$ cat config.mk
export PLATFORM = sky130hd
export DESIGN_NAME = output_register_file_with_hold_timeout_top_flat
export DESIGN_NICKNAME = d
export VERILOG_FILES = /design/src/rtl/oreg_pkg.sv /design/src/rtl/oreg_if.sv /design/src/rtl/output_register_file_with_hold_timeout_top.sv /design/src/rtl/oreg_chan_bank.sv /design/src/flat_wrapper.sv
export VERILOG_INCLUDE_DIRS = /design/src /design/src/rtl
export SDC_FILE = /design/constraint.sdc
export NUM_CORES = 1
export LEC_CHECK = 0
export ABC_CLOCK_PERIOD_IN_PS = 3600
export BUFFER_PORTS_ARGS = -buffer_cell sky130_fd_sc_hd__buf_4
export CAP_MARGIN = 20
export CORE_UTILIZATION = 40
export DETAILED_ROUTE_END_ITERATION = 8
export GPL_TIMING_DRIVEN = 0
export PLACE_DENSITY = 0.63
export SYNTH_ARGS = -nofsm -noshare
export SYNTH_HDL_FRONTEND = slang
export SYNTH_SLANG_ARGS = --single-unit
$ cat constraint.sdc
create_clock -name clock -period 3.6 [get_ports clock]
set_input_delay 0.72 -clock clock [delete_from_list [all_inputs] [get_ports clock]]
set_output_delay 0.72 -clock clock [all_outputs]
set_load 0.03 [all_outputs]
$ cat src/rtl/output_register_file_with_hold_timeout_top_defines.svh
// ---------------------------------------------------------------------------
// Assertion macros for the output register block
// Shared assertion forms used at the end of the top level.
// ---------------------------------------------------------------------------
`ifndef OUTPUT_REGISTER_FILE_WITH_HOLD_TIMEOUT_TOP_DEFINES_SVH
`define OUTPUT_REGISTER_FILE_WITH_HOLD_TIMEOUT_TOP_DEFINES_SVH

// Same-cycle implication, checked at every rising clock edge outside reset.
`define OREG_ASSERT_IMP(label, clk, rst, ante, cons, msg) \
   label: assert property (@(posedge clk) disable iff (rst) (ante) |-> (cons)) else $error(msg);

// Next-cycle implication, checked at every rising clock edge outside reset.
`define OREG_ASSERT_NEXT(label, clk, rst, ante, cons, msg) \
   label: assert property (@(posedge clk) disable iff (rst) (ante) |=> (cons)) else $error(msg);

`endif

$ cat src/rtl/oreg_pkg.sv
// ---------------------------------------------------------------------------
// Output register block package
// Widths, register indexes, command codes and shared types.
// ---------------------------------------------------------------------------
package oreg_pkg;

   localparam int CMD_W     = 2;
   localparam int REG_W     = 16;
   localparam int VAL_W     = 16;
   localparam int LEVEL_W   = 8;
   localparam int COUNT_W   = 8;
   localparam int ADDR_W    = 5;
   localparam int RELAY_W   = 3;
   localparam int DAC_W     = 9;
   localparam int TICK_W    = 16;
   localparam int CHANNELS  = 4;
   localparam int CH_W      = 2;
   localparam int CSR_IDX_W = 4;
   localparam int CSR_DAT_W = 16;

   typedef enum logic [CMD_W-1:0] {
      CMD_READ  = 2'd0,
      CMD_WRITE = 2'd1,
      CMD_TICK  = 2'd2,
      CMD_NONE  = 2'd3
   } cmd_type;

   localparam logic [REG_W-1:0] REG_ADDR        = 16'd1;
   localparam logic [REG_W-1:0] REG_LEVEL_ONE   = 16'd2;
   localparam logic [REG_W-1:0] REG_LEVEL_TWO   = 16'd3;
   localparam logic [REG_W-1:0] REG_LEVEL_THREE = 16'd4;
   localparam logic [REG_W-1:0] REG_RELAY       = 16'd5;

   localparam logic [CSR_IDX_W-1:0] CSR_TICKS = 4'd0;
   localparam logic [CSR_IDX_W-1:0] CSR_HOLD  = 4'd1;

   localparam logic [CH_W-1:0]   CH_RELAY    = 2'd3;
   localparam logic [VAL_W-1:0]  ADDR_MIN    = 16'd1;
   localparam logic [VAL_W-1:0]  ADDR_MAX    = 16'd31;
   localparam logic [ADDR_W-1:0] ADDR_RESET  = 5'd4;
   localparam logic [TICK_W-1:0] TICKS_RESET = 16'd5000;
   localparam logic [COUNT_W-1:0] HOLD_RESET = 8'd5;

   typedef logic [CHANNELS-1:0][LEVEL_W-1:0] level_array_type;

   // Update request from the decode logic to the channel bank.
   typedef struct packed {
      logic                write_en;
      logic [CH_W-1:0]     channel;
      logic [LEVEL_W-1:0]  value;
      logic                step;
   } bank_ctrl_type;

endpackage

$ cat src/rtl/oreg_if.sv
// ---------------------------------------------------------------------------
// Output register block channel interfaces
// Request, response and register-write channels with valid/ready.
// ---------------------------------------------------------------------------
interface oreg_req_if;
   logic                           valid;
   logic                           ready;
   logic [oreg_pkg::CMD_W-1:0]     command;
   logic [oreg_pkg::REG_W-1:0]     reg_index;
   logic [oreg_pkg::VAL_W-1:0]     write_value;

   modport source (output valid, command, reg_index, write_value, input ready);
   modport sink   (input valid, command, reg_index, write_value, output ready);
endinterface

interface oreg_rsp_if;
   logic                           valid;
   logic                           ready;
   logic [oreg_pkg::LEVEL_W-1:0]   read_value;
   logic                           write_ok;
   logic [oreg_pkg::DAC_W-1:0]     dac_code_one;
   logic [oreg_pkg::DAC_W-1:0]     dac_code_two;
   logic [oreg_pkg::DAC_W-1:0]     dac_code_three;
   logic [oreg_pkg::RELAY_W-1:0]   relay_bits;

   modport source (output valid, read_value, write_ok, dac_code_one, dac_code_two,
                   dac_code_three, relay_bits, input ready);
   modport sink   (input valid, read_value, write_ok, dac_code_one, dac_code_two,
                   dac_code_three, relay_bits, output ready);
endinterface

interface oreg_csr_if;
   logic                             valid;
   logic                             ready;
   logic [oreg_pkg::CSR_IDX_W-1:0]   index;
   logic [oreg_pkg::CSR_DAT_W-1:0]   data;

   modport source (output valid, index, data, input ready);
   modport sink   (input valid, index, data, output ready);
endinterface

$ cat src/rtl/output_register_file_with_hold_timeout_top.sv
// ---------------------------------------------------------------------------
// Output register block with keep-alive timeout
// Three analog levels and three relay bits behind a small register map.
// ---------------------------------------------------------------------------
// Usage:
//   req_chan carries one command per transfer: a register read, a register
//   write or a fast tick. rsp_chan returns exactly one result per request,
//   in order, showing the read data, the write status and the drive codes
//   after the request took effect. csr_chan writes the two configuration
//   registers (ticks per second, hold seconds); it is always ready and must
//   only be used while no request is in flight.
//   A transferred request passes through the input register, then through
//   decode and state update into the result register. Throughput is one
//   request per cycle while the receiver does not stall, set by the single
//   decode stage, which reads and updates all channel state in one pass.
//   When the receiver stalls, the result register holds and the input
//   register still takes one more request; after that req_chan.ready drops
//   until the result is taken. Synchronous reset clears both stages, the
//   levels and countdowns, the tick prescaler, sets the bus address to four
//   and loads the default configuration.
// ---------------------------------------------------------------------------
`include "output_register_file_with_hold_timeout_top_defines.svh"

module output_register_file_with_hold_timeout_top (
   input  logic        clock,
   input  logic        reset,
   oreg_req_if.sink    req_chan,
   oreg_rsp_if.source  rsp_chan,
   oreg_csr_if.sink    csr_chan
);
   import oreg_pkg::*;

   // Configuration registers.
   logic [TICK_W-1:0]  tps_ff;
   logic [COUNT_W-1:0] hold_ff;

   // Input register stage.
   logic               s1_valid_ff;
   cmd_type            s1_cmd_ff;
   logic [REG_W-1:0]   s1_reg_ff;
   logic [VAL_W-1:0]   s1_val_ff;

   // Block state outside the channel bank.
   logic [TICK_W-1:0]  tick_ff, tick_in;
   logic [ADDR_W-1:0]  addr_ff, addr_in;

   // Result register.
   logic               rsp_valid_ff;
   logic [LEVEL_W-1:0] rd_ff, rd_in;
   logic               ok_ff, ok_in;

   bank_ctrl_type      ctrl, bank_ctrl;
   level_array_type    levels;
   logic               out_free;
   logic               s1_adv;

   // The result register is free when empty or being drained this cycle. The
   // input stage moves forward only then, so the state that the result shows
   // cannot change while that result waits.
   assign out_free       = !rsp_valid_ff || rsp_chan.ready;
   assign s1_adv         = s1_valid_ff && out_free;
   assign req_chan.ready = !s1_valid_ff || out_free;
   assign csr_chan.ready = 1'b1;

   always_ff @(posedge clock) begin
      if (reset) begin
         tps_ff  <= TICKS_RESET;
         hold_ff <= HOLD_RESET;
      end else if (csr_chan.valid) begin
         unique case (csr_chan.index)
            CSR_TICKS: tps_ff  <= csr_chan.data[TICK_W-1:0];
            CSR_HOLD:  hold_ff <= csr_chan.data[COUNT_W-1:0];
            default: begin
            end
         endcase
      end
   end

   always_ff @(posedge clock) begin
      if (reset) begin
         s1_valid_ff <= 1'b0;
      end else if (req_chan.ready) begin
         s1_valid_ff <= req_chan.valid;
      end
   end

   // The command register starts from the unused code so that the decode
   // never sees an unknown command before the first transfer.
   always_ff @(posedge clock) begin
      if (reset) begin
         s1_cmd_ff <= CMD_NONE;
      end else if (req_chan.ready && req_chan.valid) begin
         s1_cmd_ff <= cmd_type'(req_chan.command);
         s1_reg_ff <= req_chan.reg_index;
         s1_val_ff <= req_chan.write_value;
      end
   end

   // Decode of the registered request against the current state.
   always_comb begin
      rd_in   = '0;
      ok_in   = 1'b0;
      ctrl    = '0;
      tick_in = tick_ff;
      addr_in = addr_ff;
      unique case (s1_cmd_ff)
         CMD_READ: begin
            if (s1_reg_ff == REG_ADDR) begin
               rd_in = LEVEL_W'(addr_ff);
            end else if (s1_reg_ff == REG_LEVEL_ONE) begin
               rd_in = levels[0];
            end else if (s1_reg_ff == REG_LEVEL_TWO) begin
               rd_in = levels[1];
            end else if (s1_reg_ff == REG_LEVEL_THREE) begin
               rd_in = levels[2];
            end else if (s1_reg_ff == REG_RELAY) begin
               rd_in = LEVEL_W'(levels[CH_RELAY][RELAY_W-1:0]);
            end
         end
         CMD_WRITE: begin
            if (s1_reg_ff == REG_ADDR) begin
               // Bus address writes outside the legal range are dropped.
               if (s1_val_ff >= ADDR_MIN && s1_val_ff <= ADDR_MAX) begin
                  addr_in = s1_val_ff[ADDR_W-1:0];
                  ok_in   = 1'b1;
               end
            end else if (s1_reg_ff >= REG_LEVEL_ONE && s1_reg_ff <= REG_LEVEL_THREE) begin
               ctrl.write_en = 1'b1;
               ctrl.channel  = CH_W'(s1_reg_ff - REG_LEVEL_ONE);
               ctrl.value    = s1_val_ff[LEVEL_W-1:0];
               ok_in         = 1'b1;
            end else if (s1_reg_ff == REG_RELAY) begin
               ctrl.write_en = 1'b1;
               ctrl.channel  = CH_RELAY;
               ctrl.value    = LEVEL_W'(s1_val_ff[RELAY_W-1:0]);
               ok_in         = 1'b1;
            end
         end
         CMD_TICK: begin
            // The prescaler counts up to and including the terminal count.
            if (tick_ff < tps_ff) begin
               tick_in = tick_ff + TICK_W'(1);
            end else begin
               tick_in   = '0;
               ctrl.step = 1'b1;
            end
         end
         CMD_NONE: begin
         end
      endcase
   end

   assign bank_ctrl = s1_adv ? ctrl : '0;

   oreg_chan_bank u_bank (
      .clock        (clock),
      .reset        (reset),
      .ctrl         (bank_ctrl),
      .hold_seconds (hold_ff),
      .levels       (levels)
   );

   always_ff @(posedge clock) begin
      if (reset) begin
         tick_ff <= '0;
         addr_ff <= ADDR_RESET;
      end else if (s1_adv) begin
         tick_ff <= tick_in;
         addr_ff <= addr_in;
      end
   end

   always_ff @(posedge clock) begin
      if (reset) begin
         rsp_valid_ff <= 1'b0;
      end else if (out_free) begin
         rsp_valid_ff <= s1_valid_ff;
      end
   end

   always_ff @(posedge clock) begin
      if (s1_adv) begin
         rd_ff <= rd_in;
         ok_ff <= ok_in;
      end
   end

   // Drive codes come straight from the level registers, which hold still
   // for as long as a result waits.
   assign rsp_chan.valid          = rsp_valid_ff;
   assign rsp_chan.read_value     = rd_ff;
   assign rsp_chan.write_ok       = ok_ff;
   assign rsp_chan.dac_code_one   = {levels[0], 1'b0};
   assign rsp_chan.dac_code_two   = {levels[1], 1'b0};
   assign rsp_chan.dac_code_three = {levels[2], 1'b0};
   assign rsp_chan.relay_bits     = levels[CH_RELAY][RELAY_W-1:0];

   `OREG_ASSERT_NEXT(a_stall_freezes_levels, clock, reset, rsp_chan.valid && !rsp_chan.ready, $stable(levels), "levels changed under a waiting result")
   `OREG_ASSERT_IMP(a_read_write_exclusive, clock, reset, rsp_chan.valid, !(rsp_chan.write_ok && rsp_chan.read_value != '0), "result shows both read data and write status")
   `OREG_ASSERT_IMP(a_address_nonzero, clock, reset, 1'b1, addr_ff != '0, "bus address register holds zero")

endmodule

$ cat src/rtl/oreg_chan_bank.sv
// ---------------------------------------------------------------------------
// Output channel bank
// Levels and hold countdowns of the four output channels.
// ---------------------------------------------------------------------------
module oreg_chan_bank (
   input  logic                             clock,
   input  logic                             reset,
   input  oreg_pkg::bank_ctrl_type          ctrl,
   input  logic [oreg_pkg::COUNT_W-1:0]     hold_seconds,
   output oreg_pkg::level_array_type        levels
);
   import oreg_pkg::*;

   level_array_type                   level_ff, level_in;
   logic [CHANNELS-1:0][COUNT_W-1:0]  count_ff, count_in;

   // A second step counts each live channel down; an expired channel is cleared.
   always_comb begin
      level_in = level_ff;
      count_in = count_ff;
      if (ctrl.write_en) begin
         level_in[ctrl.channel] = ctrl.value;
         count_in[ctrl.channel] = hold_seconds;
      end else if (ctrl.step) begin
         for (int i = 0; i < CHANNELS; i++) begin
            if (count_ff[i] != '0) begin
               count_in[i] = count_ff[i] - COUNT_W'(1);
            end else begin
               level_in[i] = '0;
            end
         end
      end
   end

   always_ff @(posedge clock) begin
      if (reset) begin
         level_ff <= '0;
         count_ff <= '0;
      end else begin
         level_ff <= level_in;
         count_ff <= count_in;
      end
   end

   assign levels = level_ff;

endmodule
$ cat src/flat_wrapper.sv
// flat-port wrapper written by rule: the top's interface ports become plain ports
module output_register_file_with_hold_timeout_top_flat import oreg_pkg::*;
  (clock, reset, req_chan_valid, req_chan_command, req_chan_reg_index, req_chan_write_value, req_chan_ready, rsp_chan_valid, rsp_chan_read_value, rsp_chan_write_ok, rsp_chan_dac_code_one, rsp_chan_dac_code_two, rsp_chan_dac_code_three, rsp_chan_relay_bits, rsp_chan_ready, csr_chan_valid, csr_chan_index, csr_chan_data, csr_chan_ready);
  oreg_req_if req_chan_i ();
  oreg_rsp_if rsp_chan_i ();
  oreg_csr_if csr_chan_i ();
  input  logic clock;
  input  logic reset;
  input wire logic [$bits(req_chan_i.valid)-1:0] req_chan_valid;
  input wire logic [$bits(req_chan_i.command)-1:0] req_chan_command;
  input wire logic [$bits(req_chan_i.reg_index)-1:0] req_chan_reg_index;
  input wire logic [$bits(req_chan_i.write_value)-1:0] req_chan_write_value;
  output wire logic [$bits(req_chan_i.ready)-1:0] req_chan_ready;
  output wire logic [$bits(rsp_chan_i.valid)-1:0] rsp_chan_valid;
  output wire logic [$bits(rsp_chan_i.read_value)-1:0] rsp_chan_read_value;
  output wire logic [$bits(rsp_chan_i.write_ok)-1:0] rsp_chan_write_ok;
  output wire logic [$bits(rsp_chan_i.dac_code_one)-1:0] rsp_chan_dac_code_one;
  output wire logic [$bits(rsp_chan_i.dac_code_two)-1:0] rsp_chan_dac_code_two;
  output wire logic [$bits(rsp_chan_i.dac_code_three)-1:0] rsp_chan_dac_code_three;
  output wire logic [$bits(rsp_chan_i.relay_bits)-1:0] rsp_chan_relay_bits;
  input wire logic [$bits(rsp_chan_i.ready)-1:0] rsp_chan_ready;
  input wire logic [$bits(csr_chan_i.valid)-1:0] csr_chan_valid;
  input wire logic [$bits(csr_chan_i.index)-1:0] csr_chan_index;
  input wire logic [$bits(csr_chan_i.data)-1:0] csr_chan_data;
  output wire logic [$bits(csr_chan_i.ready)-1:0] csr_chan_ready;
  assign req_chan_i.valid = req_chan_valid;
  assign req_chan_i.command = req_chan_command;
  assign req_chan_i.reg_index = req_chan_reg_index;
  assign req_chan_i.write_value = req_chan_write_value;
  assign req_chan_ready = req_chan_i.ready;
  assign rsp_chan_valid = rsp_chan_i.valid;
  assign rsp_chan_read_value = rsp_chan_i.read_value;
  assign rsp_chan_write_ok = rsp_chan_i.write_ok;
  assign rsp_chan_dac_code_one = rsp_chan_i.dac_code_one;
  assign rsp_chan_dac_code_two = rsp_chan_i.dac_code_two;
  assign rsp_chan_dac_code_three = rsp_chan_i.dac_code_three;
  assign rsp_chan_relay_bits = rsp_chan_i.relay_bits;
  assign rsp_chan_i.ready = rsp_chan_ready;
  assign csr_chan_i.valid = csr_chan_valid;
  assign csr_chan_i.index = csr_chan_index;
  assign csr_chan_i.data = csr_chan_data;
  assign csr_chan_ready = csr_chan_i.ready;
  output_register_file_with_hold_timeout_top u_core (.clock(clock), .reset(reset), .req_chan(req_chan_i), .rsp_chan(rsp_chan_i), .csr_chan(csr_chan_i));
endmodule
==> impl_metrics.tcl <==
set metrics [dict create \
    dieWidth_um 134 \
    nets 924 \
    syn2layout_area_growth_pct 23.2 \
    netlist.area_leader.share_pct 31.0 \
    multi_input_area_um2 3320 \
    synth_warnings 0 \
    grt_pass1_vias 5642 \
    cpMaxStageDelayCell "nor4_2" \
    comb_power_share_pct 4.3 \
    synthArstFlopShare_pct 0 \
    grt_first_pass_wirelength_mm 29.9 \
    synth_top_area_cell "dfxtp_1" \
    skew_ps 12.4 \
    grtUsageTotal_pct 21.6 \
    grt_max_degree 33 \
    root_buffer "clkbuf_16" \
    place_congestion 0.840 \
    tightest_slew_ps 1080 \
    wl_per_cell_um 17.3 \
    period_minus_slack_ps 2850 \
    ff2ff_setup_slack_ps 750 \
    n_antenna_cell 0 \
    cp-end-kind "register" \
    gr-total-overflow 0 \
    io_pins 101 \
    fmax_ghz 0.351 \
    cts_buffers 17 \
    h-tree-depth 4 \
    synth_cell_types 75 \
    syn_inst 727 \
    slowest_delay_ps 920 \
    power_density_nw_per_um2 434 \
    hold_depth 2 \
    vias_per_cell 5.54 \
    ctsResizeCount 0 \
    core_area_um2 16800 \
    antenna_found_initial 0 \
    crit_type "reg -> reg" \
    ant_nets 0 \
    leakagePower_nw 3.40 \
    seq_area_um2 3390 \
    place_hpwl_mm 13.5 \
    start_util_pct 41.5 \
    clock_latency_ps 430 \
    drtPass1Iterations 5 \
    worstSetupStartpointType "register" \
    cts-hold-fix-buffers 0 \
    clk_pin_slew_ps 70 \
    io_buffers 96 \
    power_frac_seq_pct 47.5 \
    ff2ff_path_depth 7 \
    power_mw 3.73 \
    worstReg2RegStart "u_core.s1_reg_ff[3]" \
    ys_seq_elements 149 \
    cp_max_fo 8 \
    min_path_type "reg -> reg" \
    worstPathCellList "nor4_4 -> nand2_1 -> nor4_2 -> nand3_1 -> o21ai_2 -> nor2_1 -> a211oi_1" \
    fp-row-count 47 \
    clock-sinks 149 \
    cp.arrival_ps 3190 \
    dpl-instance-area_um2 7990 \
    clock_path_buffers 2 \
    ys_seq_area_share_pct 48.7 \
    cts_setup_buffers 0 \
    synth_edf_count 41 \
    status "finished, final reports clean" \
    fillers 1614 \
    synthTopCellsByArea "dfxtp_1, edfxtp_1, nor2_1" \
    setup_tns_ps 0 \
    reg2reg_to "u_core.u_bank.count_ff[17]" \
    synth.avg_cell_area_um2 9.59 \
    synthesis.area_um2 6970 \
    switching_share_pct 24.3 \
    slew_headroom_pct 27.7 \
    cts_tree "done" \
    holdPathEnd "u_core.tps_ff[14]" \
    intPower_mw 2.82 \
    wirelength_mm 18.7 \
    vias 5968 \
    final_area_um2 8590 \
    synth-main-ff-cell "dfxtp_1" \
    die_y_um 134 \
    p_sw_uw 906 \
    min-delay-start "u_core.tps_ff[14]" \
    rsz0062_at_grt "false" \
    period_share_pct 79.2 \
    drv_cap 0 \
    hold_violations 0 \
    drv_slew 0 \
    design.die.area_um2 18000 \
    layout-drive-gt1-share_pct 19.7 \
    vdd_drop_max_uv 425 \
    clkPwrFrac_pct 48.2 \
    drtIter0Drc 443 \
    drcViolationCount 0 \
    setup_viol 0 \
    worstPathRequired_ps 3940 \
]
==> critical path, delay by kind of cell (launching register included) <==
family / cells / cell delay, ps
and+or+nand+nor: 5 / 1900
AOI/OAI and AO/OA: 2 / 450
DFF: 1 / 420
==> per-layer routing <==
layer  routed length, um  global-route usage (%)
met3                1290                    5.63
met1                8560                    28.8
met5                   0                       0
met2                8400                    33.4
met4                 416                    8.43
==> power by group through the flow <==
stage	sequential, mW	clock, mW	combinational, mW
4_1_cts	1.77	1.82	0.162
3_3_place_gp	1.81	0	0.158
6_report	1.77	1.80	0.161
2_1_floorplan	1.81	0	0.0701
3_5_place_dp	1.81	0	0.161
5_1_grt	1.77	1.90	0.174
==> Yosys cell counts (5+ instances only) <==
| cell type | instances |
|---|---|
| a22oi_1 | 11 |
| ha_1 | 20 |
| xnor2_1 | 9 |
| a21oi_1 | 44 |
| nor3_1 | 19 |
| nand2b_1 | 11 |
| a211oi_1 | 8 |
| clkbuf_1 | 16 |
| mux2i_1 | 21 |
| o21ai_0 | 18 |
| o31ai_1 | 5 |
| buf_4 | 5 |
| nor2_1 | 99 |
| edfxtp_1 | 41 |
| nor4_1 | 12 |
| buf_2 | 6 |
| a211o_1 | 12 |
| dfxtp_1 | 108 |
| a32o_1 | 10 |
| nand4_1 | 7 |
| nand2_1 | 64 |
| and3_1 | 8 |
| inv_1 | 27 |
| or4_1 | 6 |
| a22o_1 | 12 |
| xor2_1 | 12 |
| nand3_1 | 20 |
==> through the flow <==
stage | util, % | setup WS, ps | hold WS, ps | std cells
after detailed placement | 47.5 | 511 | 446 | 1046
final | 51.1 | 750 | 456 | 1078
after global placement | 47.4 | -600 | 444 | 1045
after global routing | 51.1 | 509 | 443 | 1078
after CTS | 51.1 | 766 | 448 | 1078
after floorplan | - | 485 | 436 | 729
==> cell type report <==
| cell class | count | area share, % |
|---|---|---|
| Timing Repair Buffer | 97 | 8.50 |
| Tap cell | 220 | 3.20 |
| Multi-Input combinational cell | 519 | 38.7 |
| Sequential cell | 149 | 39.5 |
| Buffer | 34 | 1.98 |
| Clock inverter | 14 | 1.85 |
| Clock buffer | 18 | 5.11 |
| Inverter | 27 | 1.18 |
==> flip-flops by register name (all words and copies together), names as in the netlist <==
name                        count
u_core.s1_val_ff               16
u_core.u_bank.levels           27
u_core.s1_reg_ff               16
u_core.rsp_chan.valid           1
u_core.rsp_chan.read_value      8
u_core.u_bank.count_ff         32
u_core.s1_valid_ff              1
u_core.hold_ff                  8
u_core.addr_ff                  5
u_core.tick_ff                 16
u_core.s1_cmd_ff                2
u_core.tps_ff                  16
u_core.rsp_chan.write_ok        1
==> logic make-up after synthesis <==
kind of cell / count (synthesis) / synth area share (%)
simple gates: 288 / 20.9
compound gates: 163 / 16.8
flops: 149 / 48.7
buf+inv: 61 / 3.89
mux: 23 / 3.34
xor+xnor: 21 / 2.64
fa+ha+maj: 20 / 3.59
other cells: 2 / 0.108
==> layout by cell type, fill, tap and decap left out, types with 17 or more instances in the layout <==
master / Yosys / layout
nor2_1: 99 / 98
edfxtp_1: 41 / 41
clkbuf_16: 0 / 17
o21ai_0: 18 / 18
inv_1: 27 / 27
a21oi_1: 44 / 44
buf_4: 5 / 101
nor3_1: 19 / 19
mux2i_1: 21 / 21
dfxtp_1: 108 / 108
nand3_1: 20 / 20
nand2_1: 64 / 64
ha_1: 20 / 20
==> worst max path at each step <==
| stage | from | endpoint | slack, ps |
|---|---|---|---|
| 2_1_floorplan | reset | u_core.s1_reg_ff[0] | 490 |
| 3_3_place_gp | reset | u_core.s1_val_ff[1] | -600 |
| 3_5_place_dp | rsp_chan_ready | u_core.u_bank.count_ff[19] | 510 |
| 4_1_cts | u_core.s1_reg_ff[3] | u_core.u_bank.count_ff[19] | 770 |
| 5_1_grt | u_core.s1_reg_ff[3] | u_core.u_bank.count_ff[19] | 510 |
| 6_report | u_core.s1_reg_ff[3] | u_core.u_bank.count_ff[17] | 750 |
Power figures use the tool's default switching activity.
